===== src/hw/rtl/mlpq_pkg.sv =====
// ----------------------------------------------------------------------------
// mlpq_pkg
// shared constants, status codes and beat types for the multi-level queue
// ----------------------------------------------------------------------------
package mlpq_pkg;

    localparam int MAX_PRIORITY = 8;
    localparam int LEVEL_DEPTH  = 512;
    localparam int NUM_LEVELS   = MAX_PRIORITY + 1;

    localparam int LVL_W  = (NUM_LEVELS > 1) ? $clog2(NUM_LEVELS) : 1;
    localparam int PTR_W  = $clog2(LEVEL_DEPTH);
    localparam int CNT_W  = $clog2(LEVEL_DEPTH + 1);
    localparam int ADDR_W = $clog2(NUM_LEVELS * LEVEL_DEPTH);
    localparam int MEM_DEPTH = NUM_LEVELS * LEVEL_DEPTH;
    localparam int DATA_W = 32;

    localparam logic FUNC_ADD    = 1'b0;
    localparam logic FUNC_REMOVE = 1'b1;

    localparam logic [2:0] STAT_ADDED     = 3'd0;
    localparam logic [2:0] STAT_REMOVED   = 3'd1;
    localparam logic [2:0] STAT_PRIO_HIGH = 3'd2;
    localparam logic [2:0] STAT_FULL      = 3'd3;
    localparam logic [2:0] STAT_EMPTY     = 3'd4;

    typedef struct packed {
        logic               func;
        logic signed [31:0] item_value;
        logic        [3:0]  priority_req;
    } in_item_t;

    typedef struct packed {
        logic        [2:0]  status;
        logic signed [31:0] out_value;
    } out_item_t;

endpackage


===== src/hw/rtl/mlpq_seq.sv =====
// ----------------------------------------------------------------------------
// mlpq_seq
// sequencer: level lookup, pointer/count update and store access per item
// ----------------------------------------------------------------------------
module mlpq_seq
    import mlpq_pkg::*;
(
    input  logic              clk,
    input  logic              rst_n,
    input  logic              in_valid,
    output logic              in_busy,
    input  in_item_t          in_data,
    output logic              res_valid,
    input  logic              res_free,
    output out_item_t         res_data,
    output logic              mem_we,
    output logic              mem_re,
    output logic [ADDR_W-1:0] mem_addr,
    output logic [DATA_W-1:0] mem_wdata,
    input  logic [DATA_W-1:0] mem_rdata
);

    localparam logic [2:0] S_IDLE = 3'd0;
    localparam logic [2:0] S_LOOK = 3'd1;
    localparam logic [2:0] S_EXEC = 3'd2;
    localparam logic [2:0] S_READ = 3'd3;
    localparam logic [2:0] S_DONE = 3'd4;

    logic [2:0]        state_reg, state_next;
    in_item_t          item_reg, item_next;
    logic [LVL_W-1:0]  lvl_reg, lvl_next;
    logic [PTR_W-1:0]  ptr_reg, ptr_next;
    logic [ADDR_W-1:0] addr_reg, addr_next;
    logic [2:0]        stat_reg, stat_next;
    logic [DATA_W-1:0] val_reg, val_next;

    logic [PTR_W-1:0] head_reg [NUM_LEVELS];
    logic [PTR_W-1:0] tail_reg [NUM_LEVELS];
    logic [CNT_W-1:0] count_reg [NUM_LEVELS];

    logic             found;
    logic [LVL_W-1:0] enc_lvl;
    logic [LVL_W-1:0] look_lvl;
    logic [CNT_W-1:0] look_count;
    logic [PTR_W-1:0] look_ptr;
    logic             prio_ok;
    logic [PTR_W-1:0] ptr_wrap;

    // lowest non-empty level
    always_comb
    begin
        found   = 1'b0;
        enc_lvl = '0;
        for (int i = NUM_LEVELS - 1; i >= 0; i--)
        begin
            if (count_reg[i] != '0)
            begin
                found   = 1'b1;
                enc_lvl = LVL_W'(i);
            end
        end
    end

    assign prio_ok  = ({1'b0, item_reg.priority_req} <= 5'(MAX_PRIORITY));
    assign look_lvl = (item_reg.func == FUNC_REMOVE) ? enc_lvl
                                                     : LVL_W'(item_reg.priority_req);

    always_comb
    begin
        look_count = '0;
        look_ptr   = '0;
        for (int i = 0; i < NUM_LEVELS; i++)
        begin
            if (look_lvl == LVL_W'(i))
            begin
                look_count = count_reg[i];
                look_ptr   = (item_reg.func == FUNC_REMOVE) ? head_reg[i] : tail_reg[i];
            end
        end
    end

    // shared wrap incrementer for head or tail
    assign ptr_wrap = (ptr_reg == PTR_W'(LEVEL_DEPTH - 1)) ? '0 : ptr_reg + 1'b1;

    always_comb
    begin
        state_next = state_reg;
        item_next  = item_reg;
        lvl_next   = lvl_reg;
        ptr_next   = ptr_reg;
        addr_next  = addr_reg;
        stat_next  = stat_reg;
        val_next   = val_reg;
        case (state_reg)
            S_IDLE:
            begin
                if (in_valid)
                begin
                    item_next  = in_data;
                    state_next = S_LOOK;
                end
            end
            S_LOOK:
            begin
                lvl_next  = look_lvl;
                ptr_next  = look_ptr;
                addr_next = ADDR_W'(ADDR_W'(look_lvl) * ADDR_W'(LEVEL_DEPTH))
                          + ADDR_W'(look_ptr);
                val_next  = '0;
                state_next = S_DONE;
                if (item_reg.func == FUNC_REMOVE)
                begin
                    if (found)
                    begin
                        state_next = S_EXEC;
                    end
                    else
                    begin
                        stat_next = STAT_EMPTY;
                    end
                end
                else if (!prio_ok)
                begin
                    stat_next = STAT_PRIO_HIGH;
                end
                else if (look_count == CNT_W'(LEVEL_DEPTH))
                begin
                    stat_next = STAT_FULL;
                end
                else
                begin
                    state_next = S_EXEC;
                end
            end
            S_EXEC:
            begin
                if (item_reg.func == FUNC_REMOVE)
                begin
                    state_next = S_READ;
                end
                else
                begin
                    stat_next  = STAT_ADDED;
                    state_next = S_DONE;
                end
            end
            S_READ:
            begin
                stat_next  = STAT_REMOVED;
                val_next   = mem_rdata;
                state_next = S_DONE;
            end
            S_DONE:
            begin
                if (res_free)
                begin
                    state_next = S_IDLE;
                end
            end
            default:
            begin
                state_next = S_IDLE;
            end
        endcase
    end

    always_ff @(posedge clk or negedge rst_n)
    begin
        if (!rst_n)
        begin
            state_reg <= S_IDLE;
            for (int i = 0; i < NUM_LEVELS; i++)
            begin
                head_reg[i]  <= '0;
                tail_reg[i]  <= '0;
                count_reg[i] <= '0;
            end
        end
        else
        begin
            state_reg <= state_next;
            if (state_reg == S_EXEC)
            begin
                for (int i = 0; i < NUM_LEVELS; i++)
                begin
                    if (lvl_reg == LVL_W'(i))
                    begin
                        if (item_reg.func == FUNC_REMOVE)
                        begin
                            head_reg[i]  <= ptr_wrap;
                            count_reg[i] <= count_reg[i] - 1'b1;
                        end
                        else
                        begin
                            tail_reg[i]  <= ptr_wrap;
                            count_reg[i] <= count_reg[i] + 1'b1;
                        end
                    end
                end
            end
        end
    end

    always_ff @(posedge clk)
    begin
        item_reg <= item_next;
        lvl_reg  <= lvl_next;
        ptr_reg  <= ptr_next;
        addr_reg <= addr_next;
        stat_reg <= stat_next;
        val_reg  <= val_next;
    end

    assign in_busy   = (state_reg != S_IDLE);
    assign res_valid = (state_reg == S_DONE);
    assign res_data  = '{status: stat_reg, out_value: val_reg};
    assign mem_we    = (state_reg == S_EXEC) && (item_reg.func == FUNC_ADD);
    assign mem_re    = (state_reg == S_EXEC) && (item_reg.func == FUNC_REMOVE);
    assign mem_addr  = addr_reg;
    assign mem_wdata = item_reg.item_value;

endmodule


===== config.mk =====
export PLATFORM = sky130hd
export DESIGN_NAME = mlpq_seq
export DESIGN_NICKNAME = d
export VERILOG_FILES = /design/src/hw/rtl/mlpq_pkg.sv /design/src/hw/rtl/mlpq_seq.sv
export SDC_FILE = /design/constraint.sdc
export NUM_CORES = 1
export LEC_CHECK = 0
export BUFFER_PORTS_ARGS = -buffer_cell sky130_fd_sc_hd__buf_2
export CORE_MARGIN = 1.5
export CORE_UTILIZATION = 31
export CTS_BUF_LIST = sky130_fd_sc_hd__clkbuf_4 sky130_fd_sc_hd__clkbuf_8
export DETAILED_ROUTE_END_ITERATION = 6
export GPL_TIMING_DRIVEN = 0
export PLACE_DENSITY = 0.53
export SLEW_MARGIN = 20
export SYNTH_ARGS = -nofsm -noshare
export SYNTH_HDL_FRONTEND = slang
export SYNTH_SLANG_ARGS = --single-unit
export TNS_END_PERCENT = 100

===== constraint.sdc =====
create_clock -name clk -period 5.1 [get_ports clk]
set_clock_uncertainty 0.2 [all_clocks]
set_input_delay 0.255 -clock clk [delete_from_list [all_inputs] [get_ports clk]]
set_output_delay 0.255 -clock clk [all_outputs]
set_load 0.02 [all_outputs]

Word-level counts from Yosys, hierarchy flattened
Index checks and enable logic that the tools add are counted.
W data, S select, Z words.
{"block": "word_totals", "reg_bits": 353, "inputBits": 73, "out_inout_bits": 84}
{"block": "classes", "n_addsub": 20, "n_lt_le_gt_ge": 1, "eq_ne": 27, "n_mux": 71, "bitwise_logic": 1, "n_reduce_logical": 47}
{"op": "$mux W10", "n": 18}
{"op": "$mux W9", "n": 19}
{"op": "$add A10 B1 Y10 const B", "n": 9}
{"op": "$reduce_bool A10 Y1", "n": 9}
{"op": "$sub A10 B1 Y10 const B", "n": 9}
{"op": "$pmux W32 S2", "n": 1}
{"op": "$reduce_and A3 Y1", "n": 18}
{"op": "$mux W4", "n": 10}
{"op": "$mux W3", "n": 12}
{"op": "$eq A4 B3 Y1 const B", "n": 8}
{"op": "$reduce_and A2 Y1", "n": 11}
{"op": "$eq A4 B2 Y1 const B", "n": 4}
{"op": "$pmux W3 S5", "n": 1}
{"op": "$add A13 B9 Y13", "n": 1}
{"op": "$eq A10 B10 Y1 const B", "n": 1}
{"op": "$add A9 B1 Y9 const B", "n": 1}
{"op": "$eq A9 B9 Y1 const B", "n": 1}
{"op": "$mux W1", "n": 9}
{"op": "$pmux W3 S3", "n": 1}
{"op": "$eq A4 B1 Y1 const B", "n": 2}
{"op": "$eq A4 B4 Y1 const B", "n": 2}
{"op": "$logic_not A4 Y1", "n": 2}
{"op": "$eq A3 B2 Y1 const B", "n": 2}
{"op": "$reduce_bool A3 Y1", "n": 2}
{"op": "other kinds (12)", "n": 14}

Depth between registers and ports, before layout
{"block": "logic_depth", "word_depth": 26, "depth_mapped": 14, "ltp_nobuf": 11}

Worst setup path after synthesis
No wires, ideal clock.
{"block": "synth_path", "path_kind": "flip-flop to flip-flop", "start": "reg item_reg[36] in the netlist's numbering", "end": "reg count_reg[58] in the netlist's numbering", "setup_time_ns": 0.084, "t_arrival_ns": 4.299, "t_required_ns": 4.816, "path_slack_ns": 0.517, "stages_incl_launch_ff": 15, "n_path_buf": 3, "period_less_slack_ns": 4.583, "cell_sequence": "edfxtp_1 -> clkbuf_1 -> inv_1 -> clkbuf_1 -> buf_1 -> fa_1 -> nor2b_1 -> o21ai_0 -> a21boi_0 -> o21ai_0 -> nand2b_1 -> a21o_1 -> a21oi_1 -> xor2_1 -> o21ai_0"}
{"block": "synth_between", "elab_chain_cells": 1}
{"item": "from (decl)", "line": "mlpq_seq.sv:30", "text": "in_item_t item_reg, item_next;"}
{"item": "from (signal assigned)", "line": "mlpq_seq.sv:206", "text": "item_reg <= item_next;"}
{"item": "$mux W10", "line": "mlpq_seq.sv:188", "text": "if (item_reg.func == FUNC_REMOVE)"}
{"item": "to (signal, indexed assignment)", "line": "mlpq_seq.sv:191", "text": "count_reg[i] <= count_reg[i] - 1'b1;"}
{"item": "to (signal, indexed assignment)", "line": "mlpq_seq.sv:196", "text": "count_reg[i] <= count_reg[i] + 1'b1;"}
{"item": "to (decl)", "line": "mlpq_seq.sv:39", "text": "logic [CNT_W-1:0] count_reg [NUM_LEVELS];"}
No other way between the ends.
A chain may end at the register's enable or synchronous reset.

Worst setup path in the final report
{"block": "layout_path", "start": "reg item_reg[36] in the netlist's numbering", "end": "out mem_we"}
{"block": "layout_between", "elab_chain_cells": 2}
{"item": "$not A1 Y1 (no source line)"}
{"item": "$logic_and A1 B1 Y1", "line": "mlpq_seq.sv:217", "text": "assign mem_we = (state_reg == S_EXEC) && (item_reg.func == FUNC_ADD);"}
{"item": "to (decl)", "line": "mlpq_seq.sv:16", "text": "output logic mem_we,"}
No other way between the ends.

==> results.json <==
{
  "instances_no_fill": 2758,
  "antenna_found_initial": 3,
  "cp_data_arrival_time_ns": 4.28,
  "dr.pass1.iters": 5,
  "num_vias": 13970,
  "routed_wl_mm": 53.10,
  "avgSynthCellArea_um2": 10.57,
  "grt_max_degree": 92,
  "syn_area_mm2": 0.01750,
  "synth_cells": 1655,
  "clk_latency_ns": 0.67,
  "num_io_pins": 157,
  "end_kind": "output pin",
  "drtAntennaViolNets": 0,
  "fp.dieW_um": 240.6,
  "dp.cells": 2569,
  "vdd_drop_max_mv": 0.2420,
  "synth.yosys.seq_area_share_pct": 51.06,
  "wl_per_cell_um": 19.25,
  "cts_tree": "done",
  "synth_edf_count": 85,
  "synth-compound-area-share_pct": 14.47,
  "synth_top_family_by_area": "compound AO/OA/AOI/OAI gates",
  "synth.area.top_cells": "dfrtp_1 (36%), edfxtp_1 (15%), o21ai_0 (7.0%)",
  "p_leak_uw": 0.009831,
  "syn-num-nets": 1811,
  "drtIter0Drc": 863,
  "tightest_slew_ns": 1.043,
  "globalRouteTotalUtil_pct": 18.48,
  "overflow": 0,
  "hold_slack_ns": 0.1235,
  "synth-simple-area-share_pct": 12.29,
  "core_mm2": 0.05542,
  "finalSetupViolations": 0,
  "maxCapViolations": 0,
  "cp.required_ns": 4.64,
  "start_kind": "register",
  "clock_sinks": 340,
  "maxSlewViolCount": 0,
  "ys_types": 71,
  "die_h_um": 240.6,
  "fin_crit_sh_pct": 92.80,
  "p_sw_share_pct": 40.03,
  "yosysTopAreaCell": "dfrtp_1",
  "vias_per_cell": 5.066,
  "min_period_ns": 4.733,
  "hold_violations": 0,
  "rsz0062_at_grt": "no",
  "yosys_warnings": 0,
  "synth_top_area_share_pct": 36.47,
  "p_comb_share_pct": 41.0,
  "grt_pass1_wl_mm": 81.86,
  "clockRootBuffer": "clkbuf_8",
  "power_frac_seq_pct": 35.2,
  "drc": 0,
  "start_util_pct": 31.57,
  "rows": 86,
  "clock_path_buffers": 3,
  "synth.most_common_cell": "nand2_1",
  "postPlaceCellArea_mm2": 0.01948,
  "place_hpwl_mm": 37.18,
  "htreeDepth": 2,
  "worstSetupPathType": "register to output pin",
  "nets": 2112,
  "cp_max_fo": 19,
  "fmax_ghz": 0.2113,
  "maxSlewHeadroom_pct": 30.44,
  "status": "completed",
  "place_congestion": 0.8683,
  "tritoncts.num_buffers": 61,
  "p_sw_uw": 4716,
  "power_per_cell_area_mw_per_mm2": 546.2,
  "cellInternalPower_uw": 7065,
  "yosys.area_share.adder_pct": 6.322,
  "grt_pass1_vias": 14180,
  "synth_xor_area_share_pct": 3.955,
  "largest_register_ffs": 90,
  "synth-async-reset-ratio_pct": 75.00,
  "muxShareOfSynthArea_pct": 7.358,
  "synth_flop_cell": "dfrtp_1",
  "stdcell_area_mm2": 0.02157,
  "layout-drive-gt1-share_pct": 19.71,
  "finalSetupTns_ns": 0,
  "areaGrowthSynthToFinish_pct": 23.26,
  "clk_pin_slew_worst_paths_ns": 0.06,
  "hp-class": "input port to register",
  "ys_seq_elements": 340,
  "synth_common_cells": "nand2_1 (261), dfrtp_1 (255), o21ai_0 (244), edfxtp_1 (85), ha_1 (74)",
  "clkPwrFrac_pct": 23.8,
  "port-buffer-count": 156,
  "die_area_mm2": 0.05788
}
-- cell type report --
cell class	instances	area [µm²]
sequential	340	8934
antenna	1	2.502
clock buffer	93	1142
multi-input combinational	1141	7784
timing repair buffer	239	1760
fill	5410	33850
tap	748	935.9
inverter	62	234.0
clock inverter	23	209.0
buffer	111	565.5
-- cell families after synthesis --
group           Yosys count
simple gates            461
compound gates          430
flops                   340
buf+inv                 174
mux                      88
fa+ha+maj                83
xor+xnor                 79
-- cells in the final DEF (no fill, tap or decap), types with 37 or more instances in the layout --
| cell | netlist | routed |
|---|---|---|
| a21oi_1 | 58 | 58 |
| and3_1 | 44 | 44 |
| buf_2 | 6 | 161 |
| clkbuf_1 | 66 | 65 |
| clkbuf_8 | 0 | 71 |
| dfrtp_1 | 255 | 255 |
| dlygate4sd3_1 | 0 | 73 |
| edfxtp_1 | 85 | 85 |
| ha_1 | 74 | 74 |
| inv_1 | 59 | 59 |
| mux2_2 | 37 | 37 |
| nand2_1 | 261 | 261 |
| nor2_1 | 39 | 38 |
| o21ai_0 | 244 | 244 |
| xnor2_1 | 47 | 47 |
-- per-layer routing --
metal / GRT usage [%] / share of wire [%]
met1: 24.15 / 44
met2: 29.97 / 46
met3: 3.672 / 7.4
met4: 7.490 / 3.4
met5: 0 / 0.024
-- power groups by stage --
stage,clock [µW],sequential (µW),combinational [µW]
global route,3000,4240,5320
global placement,0,4220,4530
detailed placement,0,4190,4760
CTS,2880,4150,4830
floorplan,0,4200,3060
finish,2800,4150,4830
-- per-stage QoR --
stage	worst slack, ns	util, %	total power (µW)
after floorplan	0.5170	-	7256
after global placement	-1.577	34.67	8756
after detailed placement	-0.004621	35.15	8944
after CTS	0.05636	38.91	11850
after global routing	0.08113	38.91	12570
final	0.3671	38.92	11780
-- critical path: stages (launching register included) --
cell and delay, ns:
edfxtp_1 0.80, buf_16 0.23, clkbuf_1 0.27, clkbuf_4 0.48, clkbuf_2 0.44, buf_2 0.49
clkbuf_1 0.56, nor2_1 0.11, buf_2 0.19
-- final timing paths --
path / startpoint / end / slack (ns) / cells after the start
worst max register to register: count_reg[31] / ptr_reg[0] / 0.43 / 10
min in group asynchronous: rst_n / count_reg[32] / 0.62 / 4
max in group asynchronous: rst_n / count_reg[2] / 2.79 / 6
worst max-delay path: item_reg[36] / mem_we / 0.37 / 8
worst min register to register: head_reg[10] / head_reg[10] / 0.27 / 2
worst min-delay path: in_data[15] / mem_wdata[11] / 0.12 / 2
-- what timing repair did --
action,4_1_cts,5_1_grt
endpoints found under the setup margin,9,3
gates resized for setup,1,3
hold endpoints to repair,258,0
hold buffers,73,0
setup buffers,0,0
(Power assumes the default switching activity.)
